### src/hw/rtl/tksd_pkg.sv
// ----------------------------------------------------------------------------
// tksd_pkg
// Shared types and constants for the terminal key sequence decoder.
// ----------------------------------------------------------------------------
package tksd_pkg;

    localparam int ParamDepth = 64;
    localparam int PtrW       = $clog2(ParamDepth);
    localparam int CntW       = $clog2(ParamDepth + 1);
    localparam logic [21:0] NumMax = 22'd2097151;

    localparam logic [3:0] KEY_ESC   = 4'd0;
    localparam logic [3:0] KEY_ENTER = 4'd1;
    localparam logic [3:0] KEY_BKSP  = 4'd2;
    localparam logic [3:0] KEY_SPACE = 4'd3;
    localparam logic [3:0] KEY_LEFT  = 4'd4;
    localparam logic [3:0] KEY_RIGHT = 4'd5;
    localparam logic [3:0] KEY_UP    = 4'd6;
    localparam logic [3:0] KEY_DOWN  = 4'd7;
    localparam logic [3:0] KEY_CHAR  = 4'd8;
    localparam logic [3:0] KEY_CTRLC = 4'd9;

    localparam logic OP_BYTE  = 1'b0;
    localparam logic OP_FLUSH = 1'b1;

    localparam logic [0:0] REG_CTRL_MASK = 1'b0;

    typedef struct packed {
        logic       opcode;
        logic [7:0] data_byte;
    } t_in_item;

    typedef struct packed {
        logic [3:0] key_code;
        logic [7:0] char_value;
        logic [1:0] event_kind;
        logic [7:0] modifier_bits;
        logic       last_of_run;
    } t_out_item;

    // Request to / answer from the parameter scanner.
    typedef struct packed {
        logic           start;
        logic           is_u;
        logic [CntW-1:0] count;
    } t_scan_req;

    typedef struct packed {
        logic        done;
        logic        private_mark;
        logic [21:0] code;
        logic [21:0] mraw;
        logic [21:0] traw;
    } t_scan_rsp;

    function automatic logic is_blank(input logic [7:0] b);
        return (b == 8'h20) || (b >= 8'h09 && b <= 8'h0d);
    endfunction

    function automatic logic [1:0] kind_of(input logic [21:0] raw);
        return (raw == 22'd2) ? 2'd1 : ((raw == 22'd3) ? 2'd2 : 2'd0);
    endfunction

    function automatic logic [7:0] mods_of(input logic [21:0] raw);
        logic [21:0] m;
        m = raw - 22'd1;
        if (raw <= 22'd1) return 8'd0;
        return (m > 22'd255) ? 8'd255 : m[7:0];
    endfunction

endpackage

### src/hw/rtl/tksd_ram.sv
// ----------------------------------------------------------------------------
// tksd_ram
// Generic single-port-write, single-read RAM with registered read data.
// ----------------------------------------------------------------------------
module tksd_ram #(
    parameter int Width = 8,
    parameter int Depth = 64
) (
    input  logic                     i_clk,
    input  logic                     i_we,
    input  logic [$clog2(Depth)-1:0] i_waddr,
    input  logic [Width-1:0]         i_wdata,
    input  logic [$clog2(Depth)-1:0] i_raddr,
    output logic [Width-1:0]         o_rdata
);
    logic [Width-1:0] r_mem [Depth];

    always_ff @(posedge i_clk) begin
        if (i_we) begin
            r_mem[i_waddr] <= i_wdata;
        end
        o_rdata <= r_mem[i_raddr];
    end
endmodule

### src/hw/rtl/tksd_scan.sv
// ----------------------------------------------------------------------------
// tksd_scan
// Walks the stored parameter bytes once, one byte at a time through a read state
// and a run state, and runs a number-parser state machine per subfield to recover code, mods and type.
// ----------------------------------------------------------------------------
module tksd_scan (
    input  logic                          i_clk,
    input  logic                          i_rst_n,
    input  tksd_pkg::t_scan_req           i_req,
    input  logic [7:0]                    i_rdata,
    output logic [tksd_pkg::PtrW-1:0]     o_raddr,
    output tksd_pkg::t_scan_rsp           o_rsp
);
    // Number parser phases.
    typedef enum logic [4:0] {
        P_BLANK = 5'b00001,
        P_DIGIT = 5'b00010,
        P_BAD   = 5'b00100,
        P_NUL   = 5'b01000,
        P_SKIP  = 5'b10000
    } t_pphase;

    typedef enum logic [2:0] {
        S_IDLE = 3'b001,
        S_READ = 3'b010,
        S_RUN  = 3'b100
    } t_state;

    t_state  r_state, n_state;
    t_pphase r_ph, n_ph;
    logic [tksd_pkg::CntW-1:0] r_idx, n_idx, r_cnt;
    logic        r_is_u;
    logic [1:0]  r_field, n_field;   // semicolon-delimited field number
    logic        r_sub, n_sub;       // 0 first subfield, 1 second
    logic        r_colon, n_colon;   // a colon already passed in this field
    logic        r_neg, n_neg;
    logic        r_nd, n_nd;
    logic [21:0] r_val, n_val;
    logic [21:0] r_code, n_code, r_mraw, n_mraw, r_traw, n_traw;
    logic        r_priv, n_priv;
    logic        r_done;

    logic [25:0] acc;
    logic [21:0] num;
    logic        num_ok;
    logic        at_end;
    logic [7:0]  b;

    assign o_raddr = r_idx[tksd_pkg::PtrW-1:0];
    assign b = i_rdata;
    assign at_end = (r_idx == r_cnt);
    assign acc = {r_val, 3'b000} + {3'b000, r_val, 1'b0} + {18'd0, b - 8'h30};
    assign num_ok = r_nd && (r_ph == P_DIGIT || r_ph == P_NUL);
    assign num = r_neg ? 22'd0 : r_val;

    assign o_rsp.done = r_done;
    assign o_rsp.private_mark = r_priv;
    assign o_rsp.code = r_code;
    assign o_rsp.mraw = r_mraw;
    assign o_rsp.traw = r_traw;

    always_comb begin
        logic term_field, term_sub, commit;
        n_state = r_state; n_ph = r_ph; n_idx = r_idx; n_field = r_field;
        n_sub = r_sub; n_colon = r_colon; n_neg = r_neg; n_nd = r_nd;
        n_val = r_val; n_code = r_code; n_mraw = r_mraw; n_traw = r_traw;
        n_priv = r_priv;
        term_field = 1'b0; term_sub = 1'b0; commit = 1'b0;
        unique case (r_state)
            S_IDLE: begin
                if (i_req.start) begin
                    n_state = S_READ; n_idx = '0; n_field = 2'd0; n_sub = 1'b0;
                    n_colon = 1'b0; n_ph = P_BLANK; n_neg = 1'b0; n_nd = 1'b0;
                    n_val = '0; n_code = 22'd0; n_mraw = 22'd1; n_traw = 22'd1;
                    n_priv = 1'b0;
                end
            end
            S_READ: n_state = S_RUN;   // wait for registered read data
            S_RUN: begin
                term_field = at_end || (b == 8'h3b);
                term_sub = !at_end && (b == 8'h3a);
                if (!at_end && r_idx == '0 && b == 8'h3f) begin
                    n_priv = 1'b1;
                end
                if (term_field || term_sub) begin
                    commit = (r_sub == 1'b0 && !r_colon) || (r_sub == 1'b1 && term_sub == 1'b0)
                             || (r_sub == 1'b1);
                    // first subfield ends at first colon or field end;
                    // second ends at next colon or field end
                    if (!r_colon || r_sub) begin
                        if (r_is_u) begin
                            if (r_field == 2'd0 && !r_sub) begin
                                n_code = num_ok ? num : 22'd0;
                            end else if (r_field == 2'd1 && !r_sub) begin
                                n_mraw = num_ok ? num : 22'd1;
                            end else if (r_field == 2'd1 && r_sub) begin
                                n_traw = num_ok ? num : 22'd1;
                            end
                        end else if (term_field) begin
                            // arrows: only the last field counts; reset on ';'
                            if (!r_sub) begin
                                n_mraw = num_ok ? num : 22'd1;
                                n_traw = 22'd1;
                            end else begin
                                n_traw = num_ok ? num : 22'd1;
                            end
                        end else begin
                            if (!r_sub) begin
                                n_mraw = num_ok ? num : 22'd1;
                                n_traw = 22'd1;
                            end else begin
                                n_traw = num_ok ? num : 22'd1;
                            end
                        end
                    end
                    n_ph = P_BLANK; n_neg = 1'b0; n_nd = 1'b0; n_val = '0;
                    if (term_field) begin
                        if (r_field != 2'd3) n_field = r_field + 2'd1;
                        n_sub = 1'b0; n_colon = 1'b0;
                        if (!r_is_u && !at_end) begin
                            n_mraw = 22'd1; n_traw = 22'd1;
                        end
                    end else begin
                        if (!r_colon) n_sub = 1'b1;
                        else n_ph = P_SKIP;
                        n_colon = 1'b1;
                        if (r_colon) n_sub = 1'b0;
                    end
                end else begin
                    priority case (r_ph)
                        P_BLANK: begin
                            if (b == 8'h00) n_ph = P_NUL;
                            else if (tksd_pkg::is_blank(b)) n_ph = P_BLANK;
                            else if (b == 8'h2b || b == 8'h2d) begin
                                n_neg = (b == 8'h2d); n_ph = P_DIGIT;
                            end else if (b >= 8'h30 && b <= 8'h39) begin
                                n_val = {18'd0, b[3:0]}; n_nd = 1'b1; n_ph = P_DIGIT;
                            end else n_ph = P_BAD;
                        end
                        P_DIGIT: begin
                            if (b == 8'h00) n_ph = P_NUL;
                            else if (b >= 8'h30 && b <= 8'h39) begin
                                n_val = (acc > {4'd0, tksd_pkg::NumMax}) ?
                                        tksd_pkg::NumMax : acc[21:0];
                                n_nd = 1'b1;
                            end else n_ph = P_BAD;
                        end
                        default: ;
                    endcase
                end
                if (commit) n_ph = n_ph;
                if (at_end) n_state = S_IDLE;
                else begin
                    n_idx = r_idx + 1'b1;
                    n_state = S_READ;
                end
            end
            default: n_state = S_IDLE;
        endcase
    end

    always_ff @(posedge i_clk) begin
        if (!i_rst_n) begin
            r_state <= S_IDLE;
            r_done  <= 1'b0;
        end else begin
            r_state <= n_state;
            r_done  <= (r_state == S_RUN) && at_end;
        end
        if (i_req.start && r_state == S_IDLE) begin
            r_cnt  <= i_req.count;
            r_is_u <= i_req.is_u;
        end
        r_ph <= n_ph; r_idx <= n_idx; r_field <= n_field; r_sub <= n_sub;
        r_colon <= n_colon; r_neg <= n_neg; r_nd <= n_nd; r_val <= n_val;
        r_code <= n_code; r_mraw <= n_mraw; r_traw <= n_traw; r_priv <= n_priv;
    end
endmodule

### src/hw/rtl/terminal_key_sequence_decoder_unit.sv
// ----------------------------------------------------------------------------
// terminal_key_sequence_decoder_unit
// Turns terminal input bytes into key events; decodes CSI keyboard sequences.
// ----------------------------------------------------------------------------
// Plain bytes and ESC handling register up to two key events, which are then
// presented in turn on the output and held there while it is stalled. A CSI
// final byte starts a scan of the stored parameter bytes through a single
// registered RAM read port, with a read state and a run state per byte; a
// finish state then decodes the key event it emits. The input is not ready
// while a transaction is in progress or a result is waiting.
module terminal_key_sequence_decoder_unit (
    input  logic                 i_clk,
    input  logic                 i_rst_n,
    input  logic                 i_valid,
    output logic                 o_ready,
    input  tksd_pkg::t_in_item   i_item,
    output logic                 o_valid,
    input  logic                 i_ready,
    output tksd_pkg::t_out_item  o_item,
    input  logic                 psel,
    input  logic                 penable,
    input  logic                 pwrite,
    input  logic [2:0]           paddr,
    input  logic [31:0]          pwdata,
    output logic [31:0]          prdata,
    output logic                 pready
);
    typedef enum logic [4:0] {
        ST_IDLE = 5'b00001,
        ST_OUT1 = 5'b00010,
        ST_OUT2 = 5'b00100,
        ST_SCAN = 5'b01000,
        ST_FIN  = 5'b10000
    } t_state;

    typedef enum logic [1:0] {
        M_NORMAL = 2'd0,
        M_ESC    = 2'd1,
        M_CSI    = 2'd2
    } t_mode;

    t_state r_state;
    t_mode  r_mode;
    logic [7:0] r_mask;
    logic [tksd_pkg::CntW-1:0] r_cnt;
    tksd_pkg::t_out_item r_res1, r_res2;
    logic r_has2;
    logic [7:0] r_fin;
    logic r_start;

    tksd_pkg::t_scan_req req;
    tksd_pkg::t_scan_rsp rsp;
    logic [tksd_pkg::PtrW-1:0] raddr;
    logic [7:0] rdata;
    logic we;

    logic acc_in;
    logic [7:0] b;
    logic pl_ok;
    tksd_pkg::t_out_item pl;
    tksd_pkg::t_out_item esc_item;
    logic esc_last;

    assign pready = 1'b1;
    assign prdata = {24'd0, r_mask};
    assign o_ready = (r_state == ST_IDLE);
    assign acc_in = i_valid && o_ready;
    assign b = i_item.data_byte;
    // Esc closes the run unless a plain key follows it
    assign esc_last = (i_item.opcode == tksd_pkg::OP_FLUSH) || !pl_ok;
    assign esc_item = '{key_code: tksd_pkg::KEY_ESC, char_value: 8'd0, event_kind: 2'd0,
                        modifier_bits: 8'd0, last_of_run: esc_last};
    assign we = acc_in && i_item.opcode == tksd_pkg::OP_BYTE && r_mode == M_CSI
                && !(b >= 8'h40 && b <= 8'h7e) && r_cnt < tksd_pkg::CntW'(tksd_pkg::ParamDepth);

    assign req.start = r_start;
    assign req.is_u  = (r_fin == 8'h75);
    assign req.count = r_cnt;

    // Plain byte decode.
    always_comb begin
        pl = '{key_code: tksd_pkg::KEY_CHAR, char_value: 8'd0, event_kind: 2'd0,
               modifier_bits: 8'd0, last_of_run: 1'b1};
        pl_ok = 1'b1;
        if (b == 8'h03) begin
            pl.key_code = tksd_pkg::KEY_CTRLC; pl.modifier_bits = r_mask;
        end else if (b == 8'h0d || b == 8'h0a) pl.key_code = tksd_pkg::KEY_ENTER;
        else if (b == 8'h7f || b == 8'h08) pl.key_code = tksd_pkg::KEY_BKSP;
        else if (b == 8'h20) pl.key_code = tksd_pkg::KEY_SPACE;
        else if (b > 8'h20 && b < 8'h7f) pl.char_value = b;
        else pl_ok = 1'b0;
    end

    // Final decode from scan results.
    tksd_pkg::t_out_item fi;
    logic fi_ok;
    always_comb begin
        logic [7:0] m;
        logic [21:0] c;
        m = tksd_pkg::mods_of(rsp.mraw);
        c = rsp.code;
        fi = '{key_code: tksd_pkg::KEY_ESC, char_value: 8'd0,
               event_kind: tksd_pkg::kind_of(rsp.traw), modifier_bits: m, last_of_run: 1'b1};
        fi_ok = 1'b1;
        if (rsp.private_mark && r_cnt != '0) fi_ok = 1'b0;
        else if (r_fin == 8'h75) begin
            if ((m & r_mask) != 8'd0 && (c == 22'd99 || c == 22'd67)) fi.key_code = tksd_pkg::KEY_CTRLC;
            else if (c == 22'd27 || c == 22'd57344) fi.key_code = tksd_pkg::KEY_ESC;
            else if (c == 22'd13 || c == 22'd57345 || c == 22'd57414) fi.key_code = tksd_pkg::KEY_ENTER;
            else if (c == 22'd127 || c == 22'd8 || c == 22'd57347) fi.key_code = tksd_pkg::KEY_BKSP;
            else if (c == 22'd32) fi.key_code = tksd_pkg::KEY_SPACE;
            else if (c == 22'd57350 || c == 22'd57417) fi.key_code = tksd_pkg::KEY_LEFT;
            else if (c == 22'd57351 || c == 22'd57418) fi.key_code = tksd_pkg::KEY_RIGHT;
            else if (c == 22'd57352 || c == 22'd57419) fi.key_code = tksd_pkg::KEY_UP;
            else if (c == 22'd57353 || c == 22'd57420) fi.key_code = tksd_pkg::KEY_DOWN;
            else if (c > 22'd32 && c < 22'd127) begin
                fi.key_code = tksd_pkg::KEY_CHAR; fi.char_value = c[7:0];
            end else fi_ok = 1'b0;
        end else if (r_fin == 8'h41) fi.key_code = tksd_pkg::KEY_UP;
        else if (r_fin == 8'h42) fi.key_code = tksd_pkg::KEY_DOWN;
        else if (r_fin == 8'h43) fi.key_code = tksd_pkg::KEY_RIGHT;
        else if (r_fin == 8'h44) fi.key_code = tksd_pkg::KEY_LEFT;
        else fi_ok = 1'b0;
    end

    assign o_valid = (r_state == ST_OUT1) || (r_state == ST_OUT2);
    assign o_item  = (r_state == ST_OUT2) ? r_res2 : r_res1;

    always_ff @(posedge i_clk) begin
        if (!i_rst_n) begin
            r_state <= ST_IDLE;
            r_mode  <= M_NORMAL;
            r_cnt   <= '0;
            r_mask  <= 8'd4;
            r_start <= 1'b0;
        end else begin
            r_start <= 1'b0;
            if (psel && penable && pwrite && paddr[2] == tksd_pkg::REG_CTRL_MASK) begin
                r_mask <= pwdata[7:0];
            end
            unique case (r_state)
                ST_IDLE: begin
                    if (acc_in) begin
                        if (i_item.opcode == tksd_pkg::OP_FLUSH) begin
                            if (r_mode == M_ESC) begin
                                r_mode <= M_NORMAL;
                                r_res1 <= esc_item;
                                r_has2 <= 1'b0; r_state <= ST_OUT1;
                            end
                        end else if (r_mode == M_ESC) begin
                            if (b == 8'h5b) begin
                                r_mode <= M_CSI; r_cnt <= '0;
                            end else begin
                                r_res1 <= esc_item; r_res2 <= pl;
                                r_has2 <= pl_ok && b != 8'h1b;
                                r_mode <= (b == 8'h1b) ? M_ESC : M_NORMAL;
                                r_state <= ST_OUT1;
                            end
                        end else if (r_mode == M_CSI) begin
                            if (b >= 8'h40 && b <= 8'h7e) begin
                                r_fin <= b; r_start <= 1'b1; r_state <= ST_SCAN;
                            end else if (r_cnt < tksd_pkg::CntW'(tksd_pkg::ParamDepth)) begin
                                r_cnt <= r_cnt + 1'b1;
                            end else begin
                                r_mode <= M_NORMAL; r_cnt <= '0;
                            end
                        end else begin
                            if (b == 8'h1b) r_mode <= M_ESC;
                            else if (pl_ok) begin
                                r_res1 <= pl; r_has2 <= 1'b0; r_state <= ST_OUT1;
                            end
                        end
                    end
                end
                ST_SCAN: if (rsp.done) r_state <= ST_FIN;
                ST_FIN: begin
                    r_mode <= M_NORMAL; r_cnt <= '0;
                    r_res1 <= fi; r_has2 <= 1'b0;
                    r_state <= fi_ok ? ST_OUT1 : ST_IDLE;
                end
                ST_OUT1: if (i_ready) r_state <= r_has2 ? ST_OUT2 : ST_IDLE;
                ST_OUT2: if (i_ready) r_state <= ST_IDLE;
                default: r_state <= ST_IDLE;
            endcase
        end
    end

    tksd_ram #(.Width(8), .Depth(tksd_pkg::ParamDepth)) u_store (
        .i_clk   (i_clk),
        .i_we    (we),
        .i_waddr (r_cnt[tksd_pkg::PtrW-1:0]),
        .i_wdata (b),
        .i_raddr (raddr),
        .o_rdata (rdata)
    );

    tksd_scan u_scan (
        .i_clk   (i_clk),
        .i_rst_n (i_rst_n),
        .i_req   (req),
        .i_rdata (rdata),
        .o_raddr (raddr),
        .o_rsp   (rsp)
    );
endmodule
### config.mk
export PLATFORM = sky130hd
export DESIGN_NAME = terminal_key_sequence_decoder_unit
export DESIGN_NICKNAME = d
export VERILOG_FILES = /design/src/hw/rtl/tksd_pkg.sv /design/src/hw/rtl/tksd_ram.sv /design/src/hw/rtl/tksd_scan.sv /design/src/hw/rtl/terminal_key_sequence_decoder_unit.sv
export SDC_FILE = /design/constraint.sdc
export NUM_CORES = 1
export LEC_CHECK = 0
export BUFFER_PORTS_ARGS = -buffer_cell sky130_fd_sc_hd__buf_4
export CORE_AREA = 2 2 203 355
export DETAILED_ROUTE_END_ITERATION = 12
export DIE_AREA = 0 0 205 357
export HOLD_SLACK_MARGIN = 0.03
export PLACE_DENSITY_LB_ADDON = 0.25
export SLEW_MARGIN = 40
export SYNTH_ARGS = -nofsm -noshare
export SYNTH_HDL_FRONTEND = slang
export SYNTH_SLANG_ARGS = --single-unit
### constraint.sdc
create_clock -name i_clk -period 3.9 [get_ports i_clk]
set_input_delay 0 -clock i_clk [delete_from_list [all_inputs] [get_ports i_clk]]
set_output_delay 0 -clock i_clk [all_outputs]
set_load 0.02 [all_outputs]
Word-level counts from Yosys, hierarchy flattened --
Memories as Yosys holds them, arrays and structs flattened. A register that Yosys moved wholly into a read port is not among the register bits. Index checks and enable logic that the tools add are counted.
Word-level totals: register bits 194, bits in writable memories 512, input bits 51, memories kept 1
Memory list:
- u_store.r_mem | words 64, width 8, rd ports 1, clocked after memory_dff 1, write ports 1, line tksd_ram.sv:16 | logic [Width-1:0] r_mem [Depth];
Cells by class: $add $sub $neg 7, magnitude comparators 14, equality and inequality tests 97, muxes and demuxes 205, bitwise gates (word level) 9, reduce and logical (&&, ||, !) cells 75
Operators with widths (count):
- $mux W22 | 34
- $eq A22 B16 Y1 const B | 12
- $pmux W22 S2 | 5
- $mux W23 | 9
- $mux W8 | 19
- $mux W5 | 21
- $eq A22 B7 Y1 const B | 3
- $mux W7 | 9
- $eq A8 B6 Y1 const B | 7
- $eq A8 B7 Y1 const B | 7
- $mux W4 | 14
- $mux W1 | 52
- $pmux W23 S2 | 1
- $eq A22 B2 Y1 const B | 2
- $eq A22 B4 Y1 const B | 2
- $mux W2 | 17
- $reduce_and A6 Y1 | 5
- $pmux W7 S2 | 2
- $add A25 B23 Y26 | 1
- $add A26 B8 Y26 | 1
- $gt A26 B21 Y1 const B | 1
- $logic_and A1 B1 Y1 | 26
- $pmux W5 S5 | 1
- $eq A8 B4 Y1 const B | 3
- 66 further kinds | 153

Depth between registers and ports, before layout --
Gate-level depths: netlist (run 1).
word-level depth 16, gate-level depth with buffers 15, mapped depth without buffers 15

Modules after synthesis --
From an unflattened synthesis (run 1), not the netlist that was laid out.
Second synthesis, totals: cell total of the unflattened synthesis 2166, area total of the unflattened synthesis 32083.3 µm²
Modules (own cells, without submodules):
- tksd_ram | instances 1, cells an instance 972, area an instance 20190.6 µm²
- tksd_scan | instances 1, cells an instance 668, area an instance 7020.5 µm²
- terminal_key_sequence_decoder_unit | instances 1, cells an instance 526, area an instance 4872.2 µm²

Least setup slack after synthesis (run 1) --
Ideal clock, no wire load.
kind register to register, from register u_scan.r_idx[0] (netlist bit), to register u_scan.r_colon, enable pin, library setup time 450 ps, arrival 3681 ps, setup slack -231 ps, cell stages (with the launch flop) 8, buffers on the path 1, path through edfxtp_1 -> clkbuf_1 -> xnor2_1 -> nand4_1 -> nor4_1 -> nand2b_1 -> nor2_1 -> nor2_1
On the way: longest elaborated chain between the ends 6
RTL lines:
- from (decl) | line tksd_scan.sv:31 | logic [tksd_pkg::CntW-1:0] r_idx, n_idx, r_cnt;
- from (signal assigned) | line tksd_scan.sv:174 | r_ph <= n_ph; r_idx <= n_idx; r_field <= n_field; r_sub <= n_sub;
- $eq A7 B7 Y1 * | line tksd_scan.sv:51 | assign at_end = (r_idx == r_cnt);
- $logic_not A1 Y1 | line tksd_scan.sv:81 | term_sub = !at_end && (b == 8'h3a);
- $logic_and A1 B1 Y1 | line tksd_scan.sv:81
- $logic_or A1 B1 Y1 * | line tksd_scan.sv:85 | if (term_field || term_sub) begin
- $ne A2 B1 Y1 (no line) *
- $reduce_and A3 Y1 (no line) *
- to (signal assigned) | line tksd_scan.sv:175 | r_colon <= n_colon; r_neg <= n_neg; r_nd <= n_nd; r_val <= n_val;
- to (decl) | line tksd_scan.sv:35 | logic r_colon, n_colon;
Every way passes the cells marked *; elsewhere a longest branch is shown, timed or not. A chain may end at the register's enable or synchronous reset.

Worst setup path in the final report (run 1) --
from register u_store.o_rdata[4], read port of u_store.r_mem, to register u_scan.r_val[2] (data pin)
On the way: longest elaborated chain between the ends 9
RTL lines:
- from (decl) | line tksd_ram.sv:14 | output logic [Width-1:0] o_rdata
- $sub A8 B6 Y8 | line tksd_scan.sv:52 | assign acc = {r_val, 3'b000} + {3'b000, r_val, 1'b0} + {18'd0, b - 8'h30};
- $add A26 B8 Y26 | line tksd_scan.sv:52
- $gt A26 B21 Y1 | line tksd_scan.sv:143 | n_val = (acc > {4'd0, tksd_pkg::NumMax}) ?
- $mux W22 | line tksd_scan.sv:143
- $mux W22 | line tksd_scan.sv:142 | else if (b >= 8'h30 && b <= 8'h39) begin
- $mux W22 | line tksd_scan.sv:141 | if (b == 8'h00) n_ph = P_NUL;
- $pmux W22 S2 | line tksd_scan.sv:130 | priority case (r_ph)
- $mux W22 * | line tksd_scan.sv:85
- $pmux W22 S2 * | line tksd_scan.sv:69 | unique case (r_state)
- to (signal assigned) | line tksd_scan.sv:175
- to (decl) | line tksd_scan.sv:38 | logic [21:0] r_val, n_val;
Every way passes the cells marked *; elsewhere a longest branch is shown, timed or not. The select of a mux whose other input is x is not followed.

==> metrics.txt, run 1 <==
number of fill cells in the layout 5779; via count 18000; area delta synth->final 15.2%; Max FO, Critical Path 6; IO Pins 109; clock buffer count from CTS 61; dpl ws -0.218 ns; CTS tree built; CP Class flip-flop to flip-flop; crit end category flip-flop; Hold Vio Cnt, Final 0; final critical-path setup slack around 0.01 ns; crit-path cells inv_2, ha_4, inv_1, fa_2, inv_2, ha_4, o21a_1, o31a_1, o22a_1, a31o_2, o31ai_4, mux2i_2, a2111oi_4, buf_4, buf_8, a221oi_1; WL/cell 24.5 µm; grt ovf 0; period utilization about 100%; EDFF count, synth 678; Ys Warns 0; Setup Viol. Count Final 0; CTS Sinks 713; peak supply drop 0.297 mV; Total Routing Usage GR 21.0%; Mapped Area ~31000 µm²; drt pass-1 iters 5; Die Area 73200 µm²; total power 15000 µW; Area contributors post-synth edfxtp_1 (65%), mux4_2 (12%), dfxtp_1 (2.2%), ha_1 (2.2%), nor2_1 (2.1%); Crit-path slowest cell fa_2; slew margin rel. 31.0%; Clock Tree Root clkbuf_16; Netlist cell types 80; Leak 0.0121 µW; r2r setup slk around 0.01 ns; max incr delay on CP 0.58 ns; sequential share of the synthesized area 67.1%; final routed DRC violation total 0; post-synth top area share around two thirds; vias in the first global route about 18000; most frequent cells in the layout edfxtp_1 (678), nor2_1 (173), mux4_2 (165); drt total wl 76400 µm; Arr. time, crit path 4.32 ns; antenna-violating nets left 0; input/output buffers between 50 and 60; Syn Inst Count 1981; Tmin final 3.89 ns; Max Cap Violations 0; Nets between 2000 and 2500; commonest non-fill, non-tap cell in the layout edfxtp_1; syn avg cell area 15.8 µm²; CTS max path bufs 3; maximum level of the CTS H-tree 2; fraction of layout cells with a size suffix above 1 ~23%; FMAX 0.257 GHz; Final HPWL DP approximately 51000 µm; vias per cell around 5.8; Initial Utilization 44.6%; GPL Wtd Cong between 0.8 and 0.9; worst hold path class primary input to flip-flop; buffers plus inverters on the worst setup path 5; WHS 0.0960 ns; first-pass GRT wire length 114000 µm; fin. max-slew vios 0; CP top delay family compound AO/OA/AOI/OAI gates; top_reg_cell synth edfxtp_1; initial antenna violation count 1; RSZ-0062 raised after global routing true; worst slew pin tran 1.03 ns; Pwr Density ~420 nW/µm²; Die Ht roughly 360 µm; Die W 205 µm; Initial DRC Count 1399; CTS clk-pin slew, worst paths about 0.07 ns; outcome finished, final reports clean; std cell rows 129; crit path launch type flip-flop; post-layout util 51.3%; WP data required 4.33 ns; clk_skew 0.0517 ns; worst skew pair latency ~0.66 ns; largest net degree at the start of global routing 103; Yosys reg bits ~700; area leader, netlist edfxtp_1; ys async rst share 0%; Placeable Area 70400 µm²
==> worst reg2reg max path, cell delays in order, from the launching register on <==
cell and delay [ns]:
dfxtp_4 0.39, inv_2 0.06, ha_4 0.25, inv_1 0.06
fa_2 0.58, inv_2 0.05, ha_4 0.23, o21a_1 0.18
o31a_1 0.14, o22a_1 0.24, a31o_2 0.29, o31ai_4 0.28
mux2i_2 0.32, a2111oi_4 0.05, buf_4 0.17, buf_8 0.14
a221oi_1 0.25
==> sequential cells by signal, summed over array words and instances, names as in the netlist, 2 cells and up <==
register / count
r_mask: 8
r_fin: 8
r_mode: 2
u_scan.r_code: 22
u_scan.r_mraw: 22
u_scan.r_val: 22
r_cnt: 7
u_scan.r_cnt: 7
u_scan.r_state: 3
u_scan.r_traw: 22
u_scan.r_idx: 7
r_res1: 23
u_store.r_mem: 512
u_store.o_rdata: 8
u_scan.r_ph: 5
u_scan.r_field: 2
r_res2: 19
r_state: 5
==> cells by family (layout without fill, tap and decap cells) <==
family	after synthesis	count (layout)	share of synthesized area, %
multiplexers	192	192	12.8
adder cells (fa/ha/maj)	60	60	2.54
XOR/XNOR	46	46	1.28
AND/OR/NAND/NOR	544	544	8.72
flip-flops	713	713	67.1
other	2	29	0.0239
buffers and inverters	178	374	2.47
AO/OA/AOI/OAI	246	246	5.04
==> cell type report <==
cell class | instances | area (µm²) | area share [%]
Clock buffer | 67 | 1570 | 4.35
Antenna cell | 1 | 2.50 | 0.00693
Inverter | 54 | 203 | 0.561
Tap cell | 917 | 1150 | 3.18
Sequential cell | 713 | 21100 | 58.3
Timing Repair Buffer | 210 | 1760 | 4.87
Clock inverter | 43 | 513 | 1.42
Multi-Input combinational cell | 1116 | 9870 | 27.3
==> layer usage <==
metal / wire [µm] / GRT usage (%) / share of wire, %
met4: 3820 / 10.5 / 5.0
met5: 14 / 0 / 0.018
met3: 3120 / 2.56 / 4.1
met1: 27200 / 23.0 / 36
met2: 42200 / 39.7 / 55
==> timing repair <==
item                       4_1_cts  5_1_grt
setup endpoints to repair       21       22
hold endpoints to repair        52       25
hold buffers                    38        3
gates resized for setup         16       28
cloned                           2        0
setup buffers                    3        4
pin swaps                        6       19
==> power by group <==
group,internal [µW],switching (µW)
Sequential,8360,8.20
Clock,3630,2750
Combinational,86.5,211
Total,12100,2970
==> metrics by stage <==
step                      setup TNS, ns  instance area (µm²)  instances
after CTS                             0                35900       3112
after global routing              -2.06                36100       3120
after detailed placement          -2.13                33300       2959
after global placement           -0.679                33300       2959
final                                 0                36100       3121
after floorplan                       0                31500       2007
==> final timing paths <==
kind | startpoint | end | cells past startpoint
setup / recovery | u_store.o_rdata[4] | u_scan.r_val[2] | 16
hold / removal | i_item[4] | u_store.r_mem[56][4] | 2
setup reg to reg | u_store.o_rdata[4] | u_scan.r_val[2] | 16
hold reg to reg | u_scan.r_state[2] | u_scan.r_state[2] | 1
==> synthesized netlist by cell type (10+ instances only) <==
master    instances
edfxtp_1        678
nor4_1           29
a22oi_1          25
and3_1           29
nor3_1           29
o21ai_1          17
nand2_1         108
dfxtp_1          35
clkbuf_1         70
and2_1           24
mux4_2          165
nand3_1          44
nand2b_1         20
xor2_1           26
inv_1            54
a21o_1           13
ha_1             54
buf_1            25
mux2_2           22
o21ai_0          27
a21oi_1          91
nor2_1          177
a31oi_1          10
xnor2_1          20
buf_4            25
or3_1            11
(Power assumes the default switching activity.)
==> inputs of run 2 (changes only) <==
--- a/config.mk
+++ b/config.mk
@@ -5,10 +5,11 @@
 export SDC_FILE = /design/constraint.sdc
 export NUM_CORES = 1
 export LEC_CHECK = 0
+export ABC_AREA = 1
 export BUFFER_PORTS_ARGS = -buffer_cell sky130_fd_sc_hd__buf_4
-export CORE_AREA = 2 2 203 355
+export CORE_AREA = 2 2 207 361
 export DETAILED_ROUTE_END_ITERATION = 12
-export DIE_AREA = 0 0 205 357
+export DIE_AREA = 0 0 209 363
 export HOLD_SLACK_MARGIN = 0.03
 export PLACE_DENSITY_LB_ADDON = 0.25
 export SLEW_MARGIN = 40
==> run 2 against run 1 <==
Non-clock buffer count shrank 27. Worst setup slack improved by 0.32 ns. Register-to-register slack better by 0.32 ns. Clock power shrank 2%. Design area is 1.7% higher. Highest routed layer is now met4. Critical path depth rose by 3. Critical endpoint is now u_scan.r_val[8]. Synthesized cell count increased by 52%. Sequential power rose by 2%. Cell count up 31%. Clock-buffer cell count up 5. Largest power group unchanged.
==> metrics.txt, run 2 <==
grt ovf 0 (unchanged); initial antenna violation count 1 (unchanged); Net Sw Power 3680 µW (+24%); input/output buffers 57 (unchanged); final routed DRC violation total 0 (unchanged); Mapped Area 32500 µm² (+3.6%); Tmin final 3.57 ns (-0.319 ns); diodes inserted 0 (-1); syn avg cell area 10.8 µm² (-32%); FMAX 0.280 GHz (+8.9%); Total Neg Setup Slack 0 ns (unchanged); worst slew pin tran 0.854 ns (-0.178 ns); Total Routing Usage GR 24.0% (+3.0 points); largest net degree at the start of global routing 188 (+83%); XOR/XNOR Fraction of Synth Area 0.889% (-0.39 points); maximum level of the CTS H-tree 2 (unchanged); post-synthesis compound-gate area fraction 12.7% (+7.7 points); mux cell area share after synthesis 0% (-13 points); sequential share of the synthesized area 64.8% (-2.3 points); commonest cells in the netlist edfxtp_1 (678), nor2_1 (543), o21ai_0 (355); Max FO, Critical Path 6 (unchanged); commonest non-fill, non-tap cell in the layout edfxtp_1; Die Ht 363 µm (+1.7%); EDFF count, synth 678 (unchanged); Post-Synth Simple-Gate Area 14.3% (+5.6 points); top_reg_cell synth edfxtp_1; crit path launch type flip-flop; Netlist cell types 65 (-19%); CP Class flip-flop to flip-flop; Internal Power 12300 µW (+2.2%); clock group share of total power 39.0% (-3.4 points); most flop-heavy register u_store.r_mem; crit-path cells inv_1, ha_1, inv_1, fa_1, inv_1, ha_1, a21oi_1, o21ai_0, nand2_1, nand2_1, nand2_1, nand3_1, nand3_1, nand2_1, xor2_1, nor2_1, nand3_2, buf_4, o21a_1; ys async rst share 0% (unchanged); RSZ-0062 raised after global routing false; clock buffer count from CTS 61 (unchanged); Hold Vio Cnt, Final 0 (unchanged); post-synth top area share 62.7% (-2.3 points); Top cell by count, worst path nand2_1; CTS tree built; Syn Inst Count 3004 (+52%); worst hold path class primary input to flip-flop; Initial DRC Count 1974 (+41%); Die Area 75900 µm² (+3.7%); clk_skew 0.0393 ns (-0.0124 ns); Post-Synth Adder-Cell Area 2.45% (-0.088 points); Max Cap Violations 0 (unchanged); Area contributors post-synth edfxtp_1 (63%), nor2_1 (6.3%), o21ai_0 (5.5%), nand2_1 (3.9%), inv_1 (2.5%); Pwr Density 436 nW/µm² (+4.8%); CTS Sinks 713 (unchanged); Die W 209 µm (+2.0%); Nets 3232 (+43%); vias per cell 5.74 (-0.40%); vias in the first global route 23300 (+26%); Setup Buffers After CTS 0 (-3); number of fill cells in the layout 6409 (+11%); first-pass GRT wire length 137000 µm (+20%); IO Pins 109 (unchanged); Clock Tree Root clkbuf_16; CTS clk-pin slew, worst paths 0.07 ns (about the same); sequential power share 53.3% (-2.3 points); top sig layer met4; post-layout util 50.4% (-0.98 points); std cell rows 131 (+1.6%); CP top delay family adder cells; Placeable Area 72900 µm² (+3.6%); period utilization 91.6% (-8.2 points); GPL Wtd Cong 0.935 (+7.8%); fraction of layout cells with a size suffix above 1 9.84% (-13 points); biggest registers after layout u_store.r_mem (512), r_res1 (23); area leader, netlist edfxtp_1; Setup Viol. Count Final 0 (unchanged); max incr delay on CP 0.53 ns (-0.05 ns); Gate power share 7.7% (+5.7 points); CTS max path bufs 3 (unchanged); Initial Utilization 44.6% (about the same); drt pass-1 iters 7 (+2); antenna-violating nets left 0 (unchanged); outcome finished, final reports clean; slew margin rel. 42.7% (+12 points); via count 23500 (+31%); WP data required 4.31 ns (-0.02 ns); worst skew pair latency 0.68 ns (+0.02 ns); area delta synth->final 13.0%; drt total wl 92600 µm (+21%); Final HPWL DP 63600 µm (+25%); max reg flops 512 (unchanged); met1 WL 32200 µm (+18%); Arr. time, crit path 3.98 ns (-0.34 ns); count leader, synth edfxtp_1; crit end category flip-flop; met3 wire len 3740 µm (+20%); WL/cell 22.6 µm (-7.8%); peak supply drop 0.345 mV (+16%); buffers plus inverters on the worst setup path 4 (-1); Crit-path slowest cell fa_1; met2 wire len 51200 µm (+21%); Leak 0.0129 µW (+6.8%); most frequent cells in the layout edfxtp_1 (678), nor2_1 (535), o21ai_0 (355); switching share of power 23.0% (+3.3 points); fin. max-slew vios 0 (unchanged); largest family of logic cells by synthesized area simple AND/OR/NAND/NOR gates; Yosys reg bits 713 (unchanged); Ys Warns 0 (unchanged)
==> run 2: cell types whose count changed in the layout (fill, tap and decap cells not counted), sizes merged, moves of 16 or more <==
cell | before | now
o21ai | 44 | 364
a221oi | 2 | 18
inv | 56 | 219
nand2b | 20 | 0
and2 | 24 | 0
mux2 | 22 | 0
nor2 | 177 | 562
nand4 | 7 | 24
nand3 | 44 | 99
mux4 | 165 | 0
a22oi | 25 | 3
and3 | 30 | 2
o22ai | 2 | 129
nand2 | 108 | 347
==> run 2: worst register-to-register path, stage by stage (launching register included) <==
cell     delay, ns
dfxtp_2       0.37
inv_1         0.08
ha_1          0.29
inv_1         0.05
fa_1          0.53
inv_1         0.06
ha_1          0.32
a21oi_1       0.22
o21ai_0       0.15
nand2_1       0.10
nand2_1       0.05
nand2_1       0.05
nand3_1       0.13
nand3_1       0.11
nand2_1       0.06
xor2_1        0.14
nor2_1        0.12
nand3_2       0.15
buf_4         0.20
o21a_1        0.17
==> run 2: worst paths after layout <==
kind / startpoint / endpoint / slack [ns] / cells past startpoint
hold reg to reg: u_scan.r_state[1] / u_scan.r_state[2] / 0.49 / 2
hold / removal: i_rst_n / u_scan.r_state[1] / 0.25 / 4
setup / recovery: u_store.o_rdata[4] / u_scan.r_val[8] / 0.33 / 19
setup reg to reg: u_store.o_rdata[4] / u_scan.r_val[8] / 0.33 / 19
==> run 2: final cells by class <==
| class | instances | area, µm² | area share, % |
|---|---|---|---|
| flip-flops and latches | 713 | 21100 | 57.3 |
| inverters | 223 | 842 | 2.29 |
| multi-input cells | 1939 | 10000 | 27.4 |
| clock inverters | 42 | 462 | 1.26 |
| repair buffers | 183 | 1560 | 4.24 |
| clock buffers | 72 | 1600 | 4.35 |
| well taps | 931 | 1160 | 3.17 |
==> run 2: cells by family after synthesis <==
logic type                 after synthesis
xor gates and xnor gates                33
and+or+nand+nor                       1104
buffers and inverters                  378
DFF                                    713
adders and majority gates               60
other                                    2
AOI/OAI and AO/OA                      714
==> run 2: layer usage <==
metal  track usage (%)  up-vias
met5                 0        -
met4              13.6        0
met3              2.36      230
met2              46.9      798
met1              24.8    11600
li1                  -    10900
==> run 2: power by group through the flow <==
stage / sequential, µW / clock, µW / combinational, µW
after floorplan: 8700 / 0 / 690
after global placement: 8700 / 0 / 1190
after detailed placement: 8710 / 0 / 1210
after CTS: 8540 / 6360 / 1240
after global routing: 8550 / 6630 / 1350
final: 8540 / 6250 / 1230
==> run 2: per-stage QoR <==
stage	power [µW]	instance area (µm²)	hold slack (ns)	worst slack (ns)	instances
after global placement	9900	34300	0.215	0.282	3956
after global routing	16500	36700	0.248	0.0394	4103
final	16000	36700	0.252	0.329	4103
after floorplan	9390	32600	0.0989	0.627	3030
after detailed placement	9920	34300	0.226	0.211	3956
after CTS	16100	36700	0.210	0.201	4101
==> run 2: repair_timing <==
| item | in CTS | in global routing |
|---|---|---|
| hold buffers | 31 | 0 |
| endpoints found under the setup margin | 0 | 9 |
| resized for setup | 0 | 2 |
| endpoints found under the hold margin | 208 | 0 |
